<file path="config.mk">
export PLATFORM = sky130hd
export DESIGN_NAME = stable_priority_queue_with_removal_top
export DESIGN_NICKNAME = d
export VERILOG_FILES = /design/src/rtl/spq_pkg.sv /design/src/rtl/spq_cell.sv /design/src/rtl/stable_priority_queue_with_removal_top.sv
export VERILOG_INCLUDE_DIRS = /design/src /design/src/rtl
export SDC_FILE = /design/constraint.sdc
export NUM_CORES = 2
export LEC_CHECK = 0
export ABC_AREA = 1
export ABC_CLOCK_PERIOD_IN_PS = 15000
export BUFFER_PORTS_ARGS = -buffer_cell sky130_fd_sc_hd__buf_2
export CORE_ASPECT_RATIO = 0.5
export CORE_MARGIN = 2
export CORE_UTILIZATION = 50
export DETAILED_ROUTE_END_ITERATION = 10
export PLACE_DENSITY = 0.66
export SYNTH_ARGS = -nofsm -noshare
export SYNTH_HDL_FRONTEND = slang
export SYNTH_SLANG_ARGS = --single-unit
</file>
<file path="constraint.sdc">
create_clock -name i_clk -period 15 [get_ports i_clk]
set_input_delay 2.25 -clock i_clk [delete_from_list [all_inputs] [get_ports i_clk]]
set_output_delay 2.25 -clock i_clk [all_outputs]
set_load 0.01 [all_outputs]
</file>
<file path="src/rtl/stable_priority_queue_with_removal_top_defines.svh">
// Assertion macros shared by the priority queue RTL.
// Included by files that carry concurrent assertions; depends on nothing.
`ifndef STABLE_PRIORITY_QUEUE_WITH_REMOVAL_TOP_DEFINES_SVH
`define STABLE_PRIORITY_QUEUE_WITH_REMOVAL_TOP_DEFINES_SVH

// Same-cycle implication, disabled while reset is asserted.
`define SPQ_ASSERT_NOW(lbl, clk, rst_n, ante, cons, msg) \
    lbl: assert property (@(posedge clk) disable iff (!(rst_n)) (ante) |-> (cons)) \
        else $error(msg);

// Next-cycle implication, disabled while reset is asserted.
`define SPQ_ASSERT_NEXT(lbl, clk, rst_n, ante, cons, msg) \
    lbl: assert property (@(posedge clk) disable iff (!(rst_n)) (ante) |=> (cons)) \
        else $error(msg);

`endif

</file>
<file path="src/rtl/spq_pkg.sv">
// Shared types, codes and constants of the sorted priority queue.
// Used by spq_cell and the top level; depends on nothing.
package spq_pkg;

    localparam int KEY_W    = 16;
    localparam int PRIO_W   = 16;
    localparam int OP_W     = 3;
    localparam int STATUS_W = 4;
    localparam int OCC_W    = 5;
    localparam int DEPTH_DEF = 16;
    localparam int MAX_OUT  = 16;

    // Operation codes
    localparam logic [OP_W-1:0] OP_INSERT = 3'd0;
    localparam logic [OP_W-1:0] OP_REMOVE = 3'd1;
    localparam logic [OP_W-1:0] OP_UPDATE = 3'd2;
    localparam logic [OP_W-1:0] OP_SERVE  = 3'd3;
    localparam logic [OP_W-1:0] OP_COUNT  = 3'd4;
    localparam logic [OP_W-1:0] OP_LIST   = 3'd5;

    // Result status codes
    localparam logic [STATUS_W-1:0] ST_ADDED     = 4'd0;
    localparam logic [STATUS_W-1:0] ST_REMOVED   = 4'd1;
    localparam logic [STATUS_W-1:0] ST_NOT_FOUND = 4'd2;
    localparam logic [STATUS_W-1:0] ST_EMPTY     = 4'd3;
    localparam logic [STATUS_W-1:0] ST_SERVED    = 4'd4;
    localparam logic [STATUS_W-1:0] ST_FULL      = 4'd5;
    localparam logic [STATUS_W-1:0] ST_COUNT     = 4'd6;
    localparam logic [STATUS_W-1:0] ST_ENTRY     = 4'd7;
    localparam logic [STATUS_W-1:0] ST_UPDATED   = 4'd8;
    localparam logic [STATUS_W-1:0] ST_ADDED_NEW = 4'd9;

    // Commands broadcast to every cell of the chain
    localparam logic [1:0] CELL_HOLD = 2'd0;
    localparam logic [1:0] CELL_INS  = 2'd1;
    localparam logic [1:0] CELL_REM  = 2'd2;
    localparam logic [1:0] CELL_POP  = 2'd3;

    typedef struct packed {
        logic signed [PRIO_W-1:0] prio;
        logic [KEY_W-1:0]         key;
    } t_entry;

    typedef struct packed {
        logic [1:0] op;
        t_entry     ent;
    } t_cell_cmd;

    typedef struct packed {
        logic [OCC_W-1:0]         occ;
        logic signed [PRIO_W-1:0] prio;
        logic [KEY_W-1:0]         key;
        logic [STATUS_W-1:0]      status;
        logic                     last;
    } t_result;

endpackage

</file>
<file path="src/rtl/spq_cell.sv">
// One slot of the sorted chain: holds an entry, compares it with the
// broadcast command and takes its own, the left or the right neighbor's data.
// Depends on spq_pkg.
module spq_cell (
    input  logic               i_clk,
    input  spq_pkg::t_cell_cmd i_cmd,
    input  logic               i_occ,      // slot lies below the fill count
    input  spq_pkg::t_entry    i_left,     // entry of the lower neighbor
    input  logic               i_left_le,  // lower neighbor stays on insert
    input  spq_pkg::t_entry    i_right,    // entry of the upper neighbor
    input  logic               i_hit,      // key matched in a lower slot
    output spq_pkg::t_entry    o_ent,
    output logic               o_le,
    output logic               o_hit
);
    import spq_pkg::*;

    t_entry r_ent;
    t_entry n_ent;
    logic   w_match;

    // Compare against the broadcast entry
    assign o_le    = i_occ && (r_ent.prio <= i_cmd.ent.prio);
    assign w_match = i_occ && (r_ent.key == i_cmd.ent.key);
    assign o_hit   = i_hit || w_match;
    assign o_ent   = r_ent;

    // Pick the next content of the slot
    always_comb begin
        n_ent = r_ent;
        case (i_cmd.op)
            CELL_INS: begin
                if (!o_le) begin
                    n_ent = i_left_le ? i_cmd.ent : i_left;
                end
            end
            CELL_REM: begin
                if (o_hit) begin
                    n_ent = i_right;
                end
            end
            CELL_POP: begin
                n_ent = i_right;
            end
            default: begin
                n_ent = r_ent;
            end
        endcase
    end

    always_ff @(posedge i_clk) begin
        r_ent <= n_ent;
    end

endmodule

</file>
<file path="src/rtl/stable_priority_queue_with_removal_top.sv">
// Sorted priority queue with removal by key: a chain of DEPTH cells kept in
// ascending priority order, ties in arrival order. Insert, remove and serve
// each make a single pass through the cell chain and count makes none;
// update makes a remove pass, then an insert pass; list takes the
// transaction and then emits one entry per cycle while the output register
// is free, min(count, 16) in all, while a list of an empty queue gives one result.
// A new transaction is taken once the previous one has finished and the
// output register is empty or being drained, so m_axis_tready stalls hold
// back new transactions.
// Depends on spq_pkg, spq_cell and stable_priority_queue_with_removal_top_defines.svh.
`include "stable_priority_queue_with_removal_top_defines.svh"

module stable_priority_queue_with_removal_top #(
    parameter int DEPTH = spq_pkg::DEPTH_DEF
) (
    input  logic        i_clk,
    input  logic        i_rst_n,
    input  logic        s_axis_tvalid,
    output logic        s_axis_tready,
    input  logic [39:0] s_axis_tdata,   // op[2:0], key[18:3], prio[34:19], zero pad
    output logic        m_axis_tvalid,
    input  logic        m_axis_tready,
    output logic [47:0] m_axis_tdata,   // status[3:0], out_key[19:4], out_prio[35:20],
                                        // occupancy[40:36], zero pad
    output logic        m_axis_tlast
);
    import spq_pkg::*;

    localparam int CW       = $clog2(DEPTH + 1);
    localparam int IW       = $clog2(DEPTH);
    localparam int LIST_MAX = (DEPTH < MAX_OUT) ? DEPTH : MAX_OUT;

    localparam logic [1:0] S_IDLE = 2'd0;
    localparam logic [1:0] S_UPD  = 2'd1;
    localparam logic [1:0] S_LIST = 2'd2;

    logic [1:0]    r_state, n_state;
    logic [CW-1:0] r_count, n_count;
    logic [IW-1:0] r_idx, n_idx;
    logic [CW-1:0] r_lim, n_lim;
    logic          r_upd_found, n_upd_found;
    t_entry        r_upd_ent, n_upd_ent;
    logic          r_ovalid, n_ovalid;
    t_result       r_out, n_out;

    t_cell_cmd     w_cmd;
    logic [1:0]    w_cell_op;
    t_entry        w_in_ent;
    logic [OP_W-1:0] w_op;
    logic          w_out_free;
    logic          w_accept;
    logic          w_full;
    logic          w_empty;
    logic          w_found;
    logic [CW-1:0] w_list_n;

    t_entry        w_ent [DEPTH];
    logic          w_le  [DEPTH];
    logic          w_hit [DEPTH];

    // Unpack the input transaction
    assign w_op          = s_axis_tdata[2:0];
    assign w_in_ent.key  = s_axis_tdata[18:3];
    assign w_in_ent.prio = s_axis_tdata[34:19];

    assign w_out_free    = !r_ovalid || m_axis_tready;
    assign s_axis_tready = (r_state == S_IDLE) && w_out_free;
    assign w_accept      = s_axis_tvalid && s_axis_tready;
    assign w_full        = (r_count == CW'(DEPTH));
    assign w_empty       = (r_count == '0);
    assign w_found       = w_hit[DEPTH-1];
    assign w_list_n      = (r_count > CW'(LIST_MAX)) ? CW'(LIST_MAX) : r_count;

    // Broadcast the command: the held entry during update, else the input one
    assign w_cmd = '{op: w_cell_op, ent: (r_state == S_UPD) ? r_upd_ent : w_in_ent};

    // Chain of cells
    for (genvar gi = 0; gi < DEPTH; gi++) begin : g_cell
        t_entry w_left;
        t_entry w_right;
        logic   w_left_le;
        logic   w_hit_in;

        if (gi == 0) begin : g_first
            assign w_left    = w_ent[0];
            assign w_left_le = 1'b1;
            assign w_hit_in  = 1'b0;
        end else begin : g_mid
            assign w_left    = w_ent[gi-1];
            assign w_left_le = w_le[gi-1];
            assign w_hit_in  = w_hit[gi-1];
        end
        if (gi == DEPTH - 1) begin : g_last
            assign w_right = w_ent[gi];
        end else begin : g_inner
            assign w_right = w_ent[gi+1];
        end

        spq_cell u_cell (
            .i_clk     (i_clk),
            .i_cmd     (w_cmd),
            .i_occ     (CW'(gi) < r_count),
            .i_left    (w_left),
            .i_left_le (w_left_le),
            .i_right   (w_right),
            .i_hit     (w_hit_in),
            .o_ent     (w_ent[gi]),
            .o_le      (w_le[gi]),
            .o_hit     (w_hit[gi])
        );
    end

    // Sequence operations and build results
    always_comb begin
        n_state     = r_state;
        n_count     = r_count;
        n_idx       = r_idx;
        n_lim       = r_lim;
        n_upd_found = r_upd_found;
        n_upd_ent   = r_upd_ent;
        n_ovalid    = r_ovalid && !m_axis_tready;
        n_out       = r_out;
        w_cell_op   = CELL_HOLD;

        // Defaults for a fresh single result
        if (w_accept || (r_state != S_IDLE && w_out_free)) begin
            n_out.key    = '0;
            n_out.prio   = '0;
            n_out.last   = 1'b1;
            n_out.status = ST_COUNT;
        end

        case (r_state)
            S_IDLE: begin
                if (w_accept) begin
                    n_ovalid = 1'b1;
                    case (w_op)
                        OP_INSERT: begin
                            if (w_full) begin
                                n_out.status = ST_FULL;
                            end else begin
                                w_cell_op    = CELL_INS;
                                n_count      = r_count + CW'(1);
                                n_out.status = ST_ADDED;
                            end
                        end
                        OP_REMOVE: begin
                            if (w_empty) begin
                                n_out.status = ST_EMPTY;
                            end else if (w_found) begin
                                w_cell_op    = CELL_REM;
                                n_count      = r_count - CW'(1);
                                n_out.status = ST_REMOVED;
                            end else begin
                                n_out.status = ST_NOT_FOUND;
                            end
                        end
                        OP_UPDATE: begin
                            // Remove pass now, insert pass in S_UPD once the output is free
                            n_ovalid    = r_ovalid && !m_axis_tready;
                            n_upd_found = w_found;
                            n_upd_ent   = w_in_ent;
                            n_state     = S_UPD;
                            if (w_found) begin
                                w_cell_op = CELL_REM;
                                n_count   = r_count - CW'(1);
                            end
                        end
                        OP_SERVE: begin
                            if (w_empty) begin
                                n_out.status = ST_EMPTY;
                            end else begin
                                w_cell_op    = CELL_POP;
                                n_count      = r_count - CW'(1);
                                n_out.status = ST_SERVED;
                                n_out.key    = w_ent[0].key;
                                n_out.prio   = w_ent[0].prio;
                            end
                        end
                        OP_COUNT: begin
                            n_out.status = ST_COUNT;
                        end
                        OP_LIST: begin
                            if (w_empty) begin
                                n_out.status = ST_EMPTY;
                            end else begin
                                n_ovalid = r_ovalid && !m_axis_tready;
                                n_idx    = '0;
                                n_lim    = w_list_n;
                                n_state  = S_LIST;
                            end
                        end
                        default: begin
                            // Undefined op: drop without a result
                            n_ovalid = r_ovalid && !m_axis_tready;
                        end
                    endcase
                end
            end
            S_UPD: begin
                if (w_out_free) begin
                    n_ovalid = 1'b1;
                    n_state  = S_IDLE;
                    if (r_upd_found) begin
                        w_cell_op    = CELL_INS;
                        n_count      = r_count + CW'(1);
                        n_out.status = ST_UPDATED;
                    end else if (w_full) begin
                        n_out.status = ST_FULL;
                    end else begin
                        w_cell_op    = CELL_INS;
                        n_count      = r_count + CW'(1);
                        n_out.status = ST_ADDED_NEW;
                    end
                end
            end
            S_LIST: begin
                if (w_out_free) begin
                    n_ovalid     = 1'b1;
                    n_out.status = ST_ENTRY;
                    n_out.key    = w_ent[r_idx].key;
                    n_out.prio   = w_ent[r_idx].prio;
                    n_out.last   = (CW'(r_idx) + CW'(1) == r_lim);
                    n_idx        = r_idx + IW'(1);
                    if (CW'(r_idx) + CW'(1) == r_lim) begin
                        n_state = S_IDLE;
                    end
                end
            end
            default: begin
                n_state = S_IDLE;
            end
        endcase

        n_out.occ = OCC_W'(n_count);
    end

    // Control registers
    always_ff @(posedge i_clk) begin
        if (!i_rst_n) begin
            r_state     <= S_IDLE;
            r_count     <= '0;
            r_ovalid    <= 1'b0;
            r_idx       <= '0;
            r_lim       <= '0;
            r_upd_found <= 1'b0;
        end else begin
            r_state     <= n_state;
            r_count     <= n_count;
            r_ovalid    <= n_ovalid;
            r_idx       <= n_idx;
            r_lim       <= n_lim;
            r_upd_found <= n_upd_found;
        end
    end

    // Payload registers
    always_ff @(posedge i_clk) begin
        r_out     <= n_out;
        r_upd_ent <= n_upd_ent;
    end

    // Drive the output transaction
    assign m_axis_tvalid = r_ovalid;
    assign m_axis_tlast  = r_out.last;
    assign m_axis_tdata  = {7'd0, r_out.occ, r_out.prio, r_out.key, r_out.status};

    `SPQ_ASSERT_NOW(a_count_bound, i_clk, i_rst_n, 1'b1,
        r_count <= CW'(DEPTH), "fill count above depth")
    `SPQ_ASSERT_NEXT(a_insert_grows, i_clk, i_rst_n,
        w_accept && w_op == OP_INSERT && !w_full,
        r_count == $past(r_count) + CW'(1), "insert did not grow the queue")
    `SPQ_ASSERT_NEXT(a_serve_shrinks, i_clk, i_rst_n,
        w_accept && w_op == OP_SERVE && !w_empty,
        r_count == $past(r_count) - CW'(1), "serve did not shrink the queue")
    `SPQ_ASSERT_NOW(a_list_index, i_clk, i_rst_n, r_state == S_LIST,
        CW'(r_idx) < r_lim, "list index past its end")

endmodule

</file>
==> results.cfg <==
[setup_path]
path_max_fanout = 173
crit_type = reg2reg
critPathCaptureType = register
cp-start-kind = register
cp.required_ns = 15.27
crit_arrival_ns = 8.97

[place]
dp_hpwl_um = 121000
io_buffers = 82
place_inst = 7015
place.gp.congestion = 0.971

[drt]
vias = 44210
antenna_left = 0
routed_wirelength_um = 172000
drc = 0
drt_pass1_iterations = 7
via_per_inst = 6.20
wire_per_inst_um = 24.1
drt_iter0_markers = 7037

[sta]
fin_crit_ns = 8.69
holdWs_ns = 0.487
fmax_ghz = 0.115
setup_viol = 0
slew_violations = 3
worst_pin_slew_ns = 1.56
skew_ns = 0.0239
hold_viol = 0
layout_worst_path_cycle_share = 0.579
fin_tns_setup_ns = 0
rsz0062_at_grt = false
relSlewSlack = -0.0490

[die]
rows = 77
dieHeight_um = 216
dieWidth_um = 428
start_util = 0.507
die_area_mm2 = 0.0924
ios = 95
core_region_area_mm2 = 0.0886

[synth]
synth-edff-count = 544
synth.most_common_cell = nand2_1
synth_top_area_frac = 0.364
yosys_warnings = 0
synth_area_leader_cell = edfxtp_1
synthTopCellsByCount = 1,968 x nand2_1, 943 x o21ai_0, 544 x edfxtp_1
synthesis.area_mm2 = 0.0449
ys_seq_elements = 604
synth.distinct_cells = 64
synthTopCellsByArea = edfxtp_1 36%, nand2_1 16%, o21ai_0 11%
seq_area_frac_synth = 0.391
ys.flop_type = edfxtp_1
async_flop_share = 0
syn_avg_cell_area_um2 = 7.41
syn_inst = 6058

[status]
status = finished with violations
violations = max-capacitance violations, max-slew violations

[clocking]
cts_tree = built
cts_num_sinks = 604
cts_resized = 0
cts_inserted_buffers = 61
clk_pin_slew_ns = 0.07
cts_setup_buffers = 0
clock_path_buffers = 3
clock_latency_ns = 0.68
root_buffer = clkbuf_16
hold_buffers = 0
cts_max_level = 2

[run]
maxCapViolations = 1

[power]
switching_share = 0.492
p_clk_frac = 0.172
pwr-share-comb = 0.521
intPower_w = 0.00484
switching_power_w = 0.00469
ir_drop_uv = 111
p_per_area_mw_per_mm2 = 198
seq_power_share = 0.307
p_leak_nw = 21.2

[global_route]
grt_overflow_total = 0
grt_max_degree = 174
grt_pass1_wl_um = 255000
antenna_found_initial = 5
track_usage = 0.359
grt_pass1_vias = 39719

[worst_hold_path]
holdCritPathClass = reg2reg

[final_layout]
final_cell_count_no_fill = 7129
post-route-util = 0.543
fin_nets = 6202
area_growth_pct = 7.14
drive_gt1_frac = 0.0604
[area by class of cell]
cell class | instances | area, um^2
clock inverters | 24 | 238
fillers | 8536 | 40500
flip-flops and latches | 604 | 17500
inverters | 409 | 1560
clock buffers | 87 | 1750
well taps | 1185 | 1480
repair buffers | 180 | 1160
diodes | 3 | 7.51
multi-input cells | 4637 | 24400
[worst max-delay path, cell delays in order, from the launching register on]
cell     delay (ns)
dfxtp_1        0.33
inv_1          0.12
ha_4           0.54
buf_4          0.53
inv_4          0.30
nand2_2        0.17
nand2_2        0.45
nand2_1        0.19
nand2_1        0.07
nand2_1        0.09
nor2_1         0.07
inv_1          0.06
nor2_1         0.03
nand3_1        0.14
nand4_1        0.26
nor2_1         0.40
nand4_1        0.23
nor2_2         0.25
nand4_1        0.21
nor2_2         0.20
nand4_4        0.34
inv_2          0.19
o21ai_2        0.10
nand2_8        0.28
buf_4          0.57
buf_12         0.62
buf_4          0.77
a21oi_4        0.49
[logic make-up after synthesis]
| kind of cell | after synthesis | share of synthesized area |
|---|---|---|
| adders and majority gates | 265 | 0.0738 |
| buffers and inverters | 823 | 0.0767 |
| and+or+nand+nor | 2510 | 0.220 |
| xor gates and xnor gates | 108 | 0.0211 |
| muxes | 15 | 0.00334 |
| DFF | 604 | 0.391 |
| other | 1 | 0.0000835 |
| AOI/OAI and AO/OA | 1732 | 0.214 |
[power by group through the flow]
| stage | clock network [W] | registers (W) | logic, W |
|---|---|---|---|
| 4_1_cts | 0.00165 | 0.00290 | 0.00477 |
| 6_report | 0.00164 | 0.00292 | 0.00497 |
| 3_5_place_dp | 0 | 0.00293 | 0.00474 |
| 2_1_floorplan | 0 | 0.00275 | 0.00326 |
| 5_1_grt | 0.00171 | 0.00296 | 0.00543 |
| 3_3_place_gp | 0 | 0.00292 | 0.00464 |
[placed cells by master, fill, tap and decap left out, types with 65 or more instances in the layout]
cell	synthesis	final
nand3_1	90	90
edfxtp_1	544	544
o21ai_1	119	120
clkbuf_16	0	65
inv_1	398	395
buf_4	26	97
xor2_1	101	101
o211ai_1	108	108
nor2_1	306	304
nand2_1	1968	1956
ha_1	265	264
o21ai_0	943	936
a21oi_1	322	315
buf_2	82	82
[metal layers]
| metal | global-route usage | vias up | share of wire |
|---|---|---|---|
| met5 | 0 | - | 0 |
| met2 | 0.461 | 2933 | 0.37 |
| met4 | 0.0729 | 0 | 0.020 |
| met1 | 0.558 | 20624 | 0.45 |
| met3 | 0.133 | 236 | 0.16 |
| li1 | - | 20417 | - |
[flip-flops by register name, indices dropped and copies added (netlist names)]
name	cells
g_cell.u_cell.o_ent	512
m_axis_tdata	41
m_axis_tlast	1
m_axis_tvalid	1
r_count	5
r_idx	4
r_lim	5
r_state	2
r_upd_ent	32
r_upd_found	1
[metrics by stage]
stage          setup slack [ns]  power (W)  instance area (um^2)
2_1_floorplan              7.79    0.00601                 44900
3_3_place_gp               6.24    0.00756                 46100
3_5_place_dp               6.17    0.00768                 46100
4_1_cts                    6.64    0.00931                 48100
5_1_grt                    5.97     0.0101                 48100
6_report                   6.31    0.00953                 48100
[worst paths after layout]
check,startpoint,end,slack (ns),depth (start not counted)
worst min register to register,r_lim[0],r_lim[0],0.49,2
worst min-delay path,r_lim[0],r_lim[0],0.49,2
worst max register to register,r_state[1],g_cell[10].u_cell.o_ent[16],6.31,27
worst max-delay path,r_state[1],g_cell[10].u_cell.o_ent[16],6.31,27
Power figures use the tool's default switching activity.
